<file path="config.mk">
export PLATFORM = sky130hd
export DESIGN_NAME = pia_front
export DESIGN_NICKNAME = d
export VERILOG_FILES = /design/src/rtl/core/pia_pkg.sv /design/src/rtl/core/pia_front.sv
export SDC_FILE = /design/constraint.sdc
export NUM_CORES = 1
export LEC_CHECK = 0
export BUFFER_PORTS_ARGS = -buffer_cell sky130_fd_sc_hd__buf_2
export CAP_MARGIN = 20
export CORE_MARGIN = 2
export CORE_UTILIZATION = 50
export CTS_BUF_LIST = sky130_fd_sc_hd__clkbuf_4 sky130_fd_sc_hd__clkbuf_8
export CTS_CLUSTER_DIAMETER = 200
export DETAILED_ROUTE_END_ITERATION = 8
export PLACE_DENSITY_LB_ADDON = 0.2
export SYNTH_ARGS = -nofsm -noshare
export SYNTH_HDL_FRONTEND = slang
export SYNTH_SLANG_ARGS = --single-unit
</file>
<file path="constraint.sdc">
create_clock -name clk -period 7.4 [get_ports clk]
set_clock_uncertainty 0.15 [all_clocks]
set_input_delay 0.74 -clock clk [delete_from_list [all_inputs] [get_ports clk]]
set_output_delay 0.74 -clock clk [all_outputs]
set_load 0.005 [all_outputs]
</file>
<file path="src/rtl/core/pia_pkg.sv">
// pia_pkg: operation codes, queue entry type and sizing constants of the integer alu
// no dependencies
`default_nettype none
package pia_pkg;
	localparam int unsigned XLEN = 32;
	localparam int unsigned NREGS = 32;
	localparam int unsigned RIDX_W = 5;
	localparam int unsigned QDEPTH = 2;

	typedef enum logic [4:0] {
		OP_ADD = 5'd0, OP_ADDC = 5'd1, OP_ADDE = 5'd2, OP_ADDI = 5'd3, OP_ADDIC = 5'd4,
		OP_ADDIS = 5'd5, OP_ADDME = 5'd6, OP_ADDZE = 5'd7, OP_DIVW = 5'd8, OP_DIVWU = 5'd9,
		OP_MULHW = 5'd10, OP_MULHWU = 5'd11, OP_MULLI = 5'd12, OP_MULLW = 5'd13,
		OP_NEG = 5'd14, OP_SUBF = 5'd15, OP_SUBFC = 5'd16, OP_SUBFE = 5'd17,
		OP_SUBFIC = 5'd18, OP_SUBFME = 5'd19, OP_SUBFZE = 5'd20
	} op_t;

	// classified instruction handed from front to back
	typedef struct packed {
		logic [4:0]  mode;
		logic [4:0]  rd;
		logic [4:0]  ra;
		logic [4:0]  rb;
		logic [15:0] simm;
		logic        oe;
		logic        rec;
		logic        unsup;
		logic        is_div;
		logic        is_mul;
	} pia_instr_t;

	typedef enum logic [2:0] {
		ST_IDLE, ST_READ, ST_EXEC, ST_DIV, ST_MUL, ST_DONE
	} pia_state_t;
endpackage
`default_nettype wire

</file>
<file path="src/rtl/core/pia_front.sv">
// pia_front: accepts instructions, classifies them and queues them for the back end
// depends on pia_pkg
`default_nettype none
module pia_front #(
	parameter int unsigned DEPTH = pia_pkg::QDEPTH
) (
	input  wire logic             clk,
	input  wire logic             arst_n,
	input  wire logic             in_valid,
	output logic                  in_ready,
	input  wire logic [4:0]       mode,
	input  wire logic [4:0]       dest_index,
	input  wire logic [4:0]       src_a_index,
	input  wire logic [4:0]       src_b_index,
	input  wire logic [15:0]      immediate,
	input  wire logic             overflow_enable,
	input  wire logic             record,
	output logic                  q_valid,
	input  wire logic             q_pop,
	output pia_pkg::pia_instr_t   q_data
);
	localparam int unsigned PW = (DEPTH > 1) ? $clog2(DEPTH) : 1;
	pia_pkg::pia_instr_t mem_q [DEPTH];
	logic [PW-1:0] wp_q, rp_q;
	logic [PW:0]   cnt_q;
	pia_pkg::pia_instr_t cls;
	logic push;

	// classify: unsupported forms and the multi-cycle units
	always_comb begin
		cls.mode   = mode;
		cls.rd     = dest_index;
		cls.ra     = src_a_index;
		cls.rb     = src_b_index;
		cls.simm   = immediate;
		cls.oe     = overflow_enable;
		cls.rec    = record;
		cls.is_div = 1'b0;
		cls.is_mul = 1'b0;
		cls.unsup  = 1'b0;
		unique case (mode) inside
			pia_pkg::OP_DIVW, pia_pkg::OP_DIVWU: begin
				cls.is_div = 1'b1;
				cls.unsup  = overflow_enable;
			end
			pia_pkg::OP_MULLW: begin
				cls.is_mul = 1'b1;
				cls.unsup  = overflow_enable;
			end
			pia_pkg::OP_MULHW, pia_pkg::OP_MULHWU, pia_pkg::OP_MULLI: cls.is_mul = 1'b1;
			[pia_pkg::OP_ADD:pia_pkg::OP_ADDZE], [pia_pkg::OP_NEG:pia_pkg::OP_SUBFZE]: ;
			default: cls.unsup = 1'b1;
		endcase
	end

	assign in_ready = (cnt_q != (PW+1)'(DEPTH));
	assign push     = in_valid && in_ready;
	assign q_valid  = (cnt_q != '0);
	assign q_data   = mem_q[rp_q];

	// queue pointers
	always_ff @(posedge clk or negedge arst_n) begin
		if (!arst_n) begin
			wp_q  <= '0;
			rp_q  <= '0;
			cnt_q <= '0;
		end else begin
			if (push) wp_q <= (wp_q == PW'(DEPTH-1)) ? '0 : wp_q + 1'b1;
			if (q_pop) rp_q <= (rp_q == PW'(DEPTH-1)) ? '0 : rp_q + 1'b1;
			cnt_q <= cnt_q + (PW+1)'(push) - (PW+1)'(q_pop);
		end
	end

	// queue storage
	always_ff @(posedge clk) begin
		if (push) mem_q[wp_q] <= cls;
	end
endmodule
`default_nettype wire

</file>
==> qor.csv, run 1 <==
metric,value,unit
grt_overflow_total,0,
intPower,1.12,mW
placed_area,3860,sq um
cts_tree,built,
crit_path_start_kind,flip-flop,
maxCapViolations,0,
top_layer_used,met4,
reg2reg_depth,4,
wl,5.20,mm
num_rows,30,
synth_seq_cells,86,
hold_viol,0,
p_switching,0.410,mW
nFillCells,515,
worstMarginPinSlew,0.984,ns
synth_top_area_share,72.3,%
postSynthAreaPerCell,22.1,sq um
ios,85,
root_buffer,clkbuf_8,
cp_max_fo,42,
yosysTopAreaCell,edfxtp_1,
antenna_found_initial,0,
synth_cells,154,
power_density,376,nW/um^2
status,"complete, no violations",
max_freq,0.367,GHz
p_clk_share,22.6,%
final-seq-area,2560,sq um
combPwrFrac,31.8,%
dp.cells,315,
place.gp.congestion,0.669,
post_drt_via_cell_ratio,4.93,
dieArea,7490,sq um
numPortBuffers,84,
dr_wl_met2,2.72,mm
first_iter_violations,88,
grt_use_total,15.2,%
grt_max_degree,43,
drcViolationCount,0,
tns,0,ns
drt-met1-wl,2.15,mm
htreeDepth,3,
first_global_vias,1666,
grt_pass1_wl,8.20,mm
p_seq_share,45.6,%
end_kind,output pin,
drtAntennaViolNets,0,
slew_headroom,34.4,%
ys_seq_area_share,75.2,%
fin_util,61.0,%
wl_met3,253,um
drive_gt1_share,58.2,%
final_nets,290,
syn-num-nets,198,
clk_latency,0.34,ns
ctsResizeCount,0,
start_util,51.0,%
synth_area,3410,sq um
numCtsBuffers,9,
ys_types,18,
die_height,86.5,um
wl_per_cell,15.7,um
rsz0062_at_grt,no,
switching_share,26.8,%
path_class,reg -> out,
post-dp-hpwl,3.26,mm
die_w,86.5,um
hp-class,in -> async,
holdBufCountCts,0,
cp.arrival,1.83,ns
drv_slew,0,
core,6680,sq um
period_needed,2.72,ns
stdcell_count,331,
cp.required,6.51,ns
multi_input_area,754,sq um
vias,1633,
leakagePower,1.64,nW
finalCritPeriodShare,36.8,%
post_cts_buffers,0,
ys_top_cells_by_area,"edfxtp_1 72%, mux2_4 17%, dfrtp_1 2.9%, buf_12 2.4%, xnor2_1 1.0%",
cts_max_path_buffers,2,
setup_viol,0,
ir_worst_vdd,0.260,mV
clk_pin_slew,0.08,ns
syn_to_final_growth,19.6,%
cts_sinks,86,
first_pass_iters,4,
yosys_warnings,0,
antenna_cells,0,
fin_area,4070,sq um
==> kinds of logic (layout without fill, tap and decap cells) <==
| group | count (synthesis) | after routing | share of synthesized area (%) |
|---|---|---|---|
| DFF | 86 | 86 | 75.2 |
| muxes | 41 | 41 | 17.8 |
| and+or+nand+nor | 11 | 11 | 1.69 |
| buffers and inverters | 7 | 104 | 2.90 |
| xor gates and xnor gates | 5 | 5 | 1.29 |
| adders and majority gates | 2 | 2 | 0.734 |
| AOI/OAI and AO/OA | 2 | 2 | 0.330 |
==> through the flow <==
step           worst slack, ns  hold WS [ns]  total power, mW
2_1_floorplan             4.25         0.294             1.08
3_3_place_gp              5.02         0.338             1.20
3_5_place_dp              5.03         0.363             1.21
4_1_cts                   4.64        0.0187             1.56
5_1_grt                   4.55        0.0113             1.62
6_report                  4.68        0.0392             1.53
==> sequential cells by signal, summed over array words and instances, names as in the netlist <==
name   flops
wp_q       1
cnt_q      2
mem_q     82
rp_q       1
==> synthesized netlist by cell type <==
master    instances
nor3_1            3
nand2b_1          3
xor2_1            1
and3_1            1
a21oi_1           1
or2_2             1
a31oi_1           1
xnor2_1           4
nor2_1            2
mux2_4           39
buf_6             1
buf_12            4
ha_1              2
inv_1             2
mux2_2            2
nand2_1           1
dfrtp_1           4
edfxtp_1         82
==> layer usage <==
| layer | GRT usage, % | vias to the layer above |
|---|---|---|
| met5 | 0 | - |
| met4 | 8.24 | 0 |
| met3 | 5.14 | 7 |
| met2 | 24.0 | 52 |
| met1 | 18.5 | 793 |
| li1 | - | 781 |
==> cells in the final DEF, fill, tap and decap left out, drive strengths merged <==
| cell | Yosys | final |
|---|---|---|
| a21oi | 1 | 1 |
| a31oi | 1 | 1 |
| and3 | 1 | 1 |
| buf | 5 | 86 |
| bufinv | 0 | 2 |
| clkbuf | 0 | 9 |
| clkinv | 0 | 3 |
| clkinvlp | 0 | 2 |
| dfrtp | 4 | 4 |
| edfxtp | 82 | 82 |
| ha | 2 | 2 |
| inv | 2 | 2 |
| mux2 | 41 | 41 |
| nand2 | 1 | 1 |
| nand2b | 3 | 3 |
| nor2 | 2 | 2 |
| nor3 | 3 | 3 |
| or2 | 1 | 1 |
| xnor2 | 4 | 4 |
| xor2 | 1 | 1 |
==> final timing paths <==
check | slack [ns] | from | end
max | 4.68 | rp_q | q_data[39]
min | 0.04 | arst_n | cnt_q[0]
max reg2reg | 5.44 | cnt_q[1] | mem_q[0][20]
min reg2reg | 0.39 | cnt_q[0] | cnt_q[0]
max in group asynchronous | 6.93 | arst_n | rp_q
min in group clk | 0.39 | cnt_q[0] | cnt_q[0]
==> power groups by stage <==
stage	Combinational, mW	Sequential, mW	Clock, mW
final	0.488	0.700	0.346
after global routing	0.529	0.712	0.377
after CTS	0.499	0.701	0.355
after detailed placement	0.497	0.712	0
after global placement	0.493	0.706	0
after floorplan	0.375	0.704	0
==> final cells by class <==
class	instances	share of cell area [%]
timing repair buffer	86	10.7
inverter	2	0.184
multi-input combinational	61	18.5
clock buffer	9	3.04
tap	80	2.46
clock inverter	7	2.18
sequential	86	62.9
==> critical path, cell delays in order (launching register included) <==
cell and delay [ns]:
dfrtp_2 0.34, buf_4 0.61, mux2_2 0.41, buf_2 0.12
Power figures use the tool's default switching activity.
==> inputs of run 2 (changes only) <==
==> constraint.sdc (replaced) <==
create_clock -name clk -period 2.79 [get_ports clk]
set_clock_uncertainty 0.15 [all_clocks]
set_input_delay 0.279 -clock clk [delete_from_list [all_inputs] [get_ports clk]]
set_output_delay 0.279 -clock clk [all_outputs]
set_load 0.005 [all_outputs]
==> qor.csv, run 2 (synthesized netlist as in run 1, its figures left out) <==
metric,value,unit
status,"complete, no violations",
die_height,86.5,um
grt_max_degree,35,
numPortBuffers,84,
antenna_found_initial,0,
hold_viol,0,
wl_per_cell,15.0,um
drcViolationCount,0,
rsz0062_at_grt,no,
nFillCells,462,
dp.cells,317,
maxCapViolations,0,
period_needed,2.13,ns
ios,85,
tns,0,ns
clk_pin_slew,0.08,ns
worstMarginPinSlew,0.522,ns
core,6680,sq um
setup_viol,0,
drive_gt1_share,51.2,%
fin_util,67.1,%
dieArea,7490,sq um
num_rows,30,
hp-class,in -> reg,
drtAntennaViolNets,0,
p_clk_share,22.2,%
cts_sinks,86,
stdcell_count,369,
crit_path_start_kind,flip-flop,
p_total,4.15,mW
slew_headroom,65.2,%
antenna_cells,0,
hold-path-cell-count,1,
place.gp.congestion,0.658,
leakagePower,1.82,nW
clk_latency,0.34,ns
grt_pass1_wl,8.34,mm
cts_max_path_buffers,2,
fin_area,4480,sq um
cts_tree,built,
syn_to_final_growth,31.6,%
ctsResizeCount,0,
intPower,3.06,mW
wl,5.54,mm
cp.required,2.36,ns
die_w,86.5,um
reg2reg_depth,3,
numCtsBuffers,9,
grt_overflow_total,0,
mostFrequentLayoutCell,buf_2,
largest_reg_flops,82,
path_class,reg -> out,
htreeDepth,3,
cp.arrival,1.70,ns
max_freq,0.470,GHz
drv_slew,0,
combPwrFrac,32.3,%
end_kind,output pin,
largestRegisters,"mem_q (82), cnt_q (2)",
first_iter_violations,133,
grt_use_total,15.2,%
root_buffer,clkbuf_8,
post_drt_via_cell_ratio,4.77,
final_cell_mix,"84 x buf_2, 82 x edfxtp_1, 39 x mux2_4",
first_global_vias,1776,
finalCritPeriodShare,76.3,%
p_seq_share,45.5,%
first_pass_iters,4,
vias,1760,
start_util,51.0,%
post-dp-hpwl,3.42,mm
largest_register,mem_q,
placed_area,3900,sq um
p_switching,1.08,mW
power_density,925,nW/um^2
final_nets,329,
switching_share,26.1,%
cp_max_fo,34,
ir_worst_vdd,0.569,mV
==> run 2: path summary, 6_finish.rpt <==
| path | from | end | slack (ns) |
|---|---|---|---|
| max | rp_q | q_data[38] | 0.66 |
| min | mode[3] | mem_q[1][39] | 0.02 |
| max reg2reg | cnt_q[1] | mem_q[1][31] | 1.03 |
| min reg2reg | cnt_q[1] | cnt_q[1] | 0.35 |
| min in group asynchronous | arst_n | cnt_q[0] | 0.11 |
| max in group asynchronous | arst_n | rp_q | 2.24 |
==> run 2: area by class of cell <==
cell class / count / area (sq um) / share of cell area (%)
Inverter: 2 / 7.51 / 0.167
Tap cell: 80 / 100 / 2.23
Clock inverter: 4 / 72.6 / 1.62
Timing Repair Buffer: 125 / 846 / 18.9
Clock buffer: 11 / 139 / 3.10
Sequential cell: 86 / 2560 / 57.2
Multi-Input combinational cell: 61 / 754 / 16.8
==> run 2: what timing repair did <==
item | CTS | global route
buffers inserted | 0 | 0
endpoints found under the setup margin | 0 | 0
hold endpoints to repair | 74 | 0
hold buffers | 37 | 0
==> run 2: layer usage <==
layer | share of wire [%] | routed length (um) | vias up | GRT usage (%)
met5 | 0 | 0 | - | 0
met4 | 1.2 | 66 | 0 | 4.69
met3 | 5.2 | 287 | 7 | 5.24
met2 | 50 | 2740 | 53 | 24.9
met1 | 44 | 2440 | 841 | 19.1
li1 | - | - | 859 | -
==> run 2: power groups by stage <==
stage | sequential (mW) | clock (mW) | combinational [mW]
2_1_floorplan | 1.86 | 0 | 0.997
6_report | 1.89 | 0.921 | 1.34
3_3_place_gp | 1.90 | 0 | 1.32
3_5_place_dp | 1.92 | 0 | 1.32
4_1_cts | 1.89 | 0.935 | 1.37
5_1_grt | 1.92 | 1.00 | 1.45
==> run 2: worst max-delay path: stages (launching register included) <==
cell	delay, ns
dfrtp_2	0.55
buf_12	0.31
mux2_2	0.36
buf_2	0.12
==> run 2: stage by stage <==
step           hold WS, ns  worst slack (ns)
2_1_floorplan       -0.167             0.539
3_3_place_gp       -0.0604              1.02
3_5_place_dp       -0.0586              1.00
4_1_cts            0.00942             0.631
5_1_grt             0.0149             0.597
6_report            0.0232             0.661
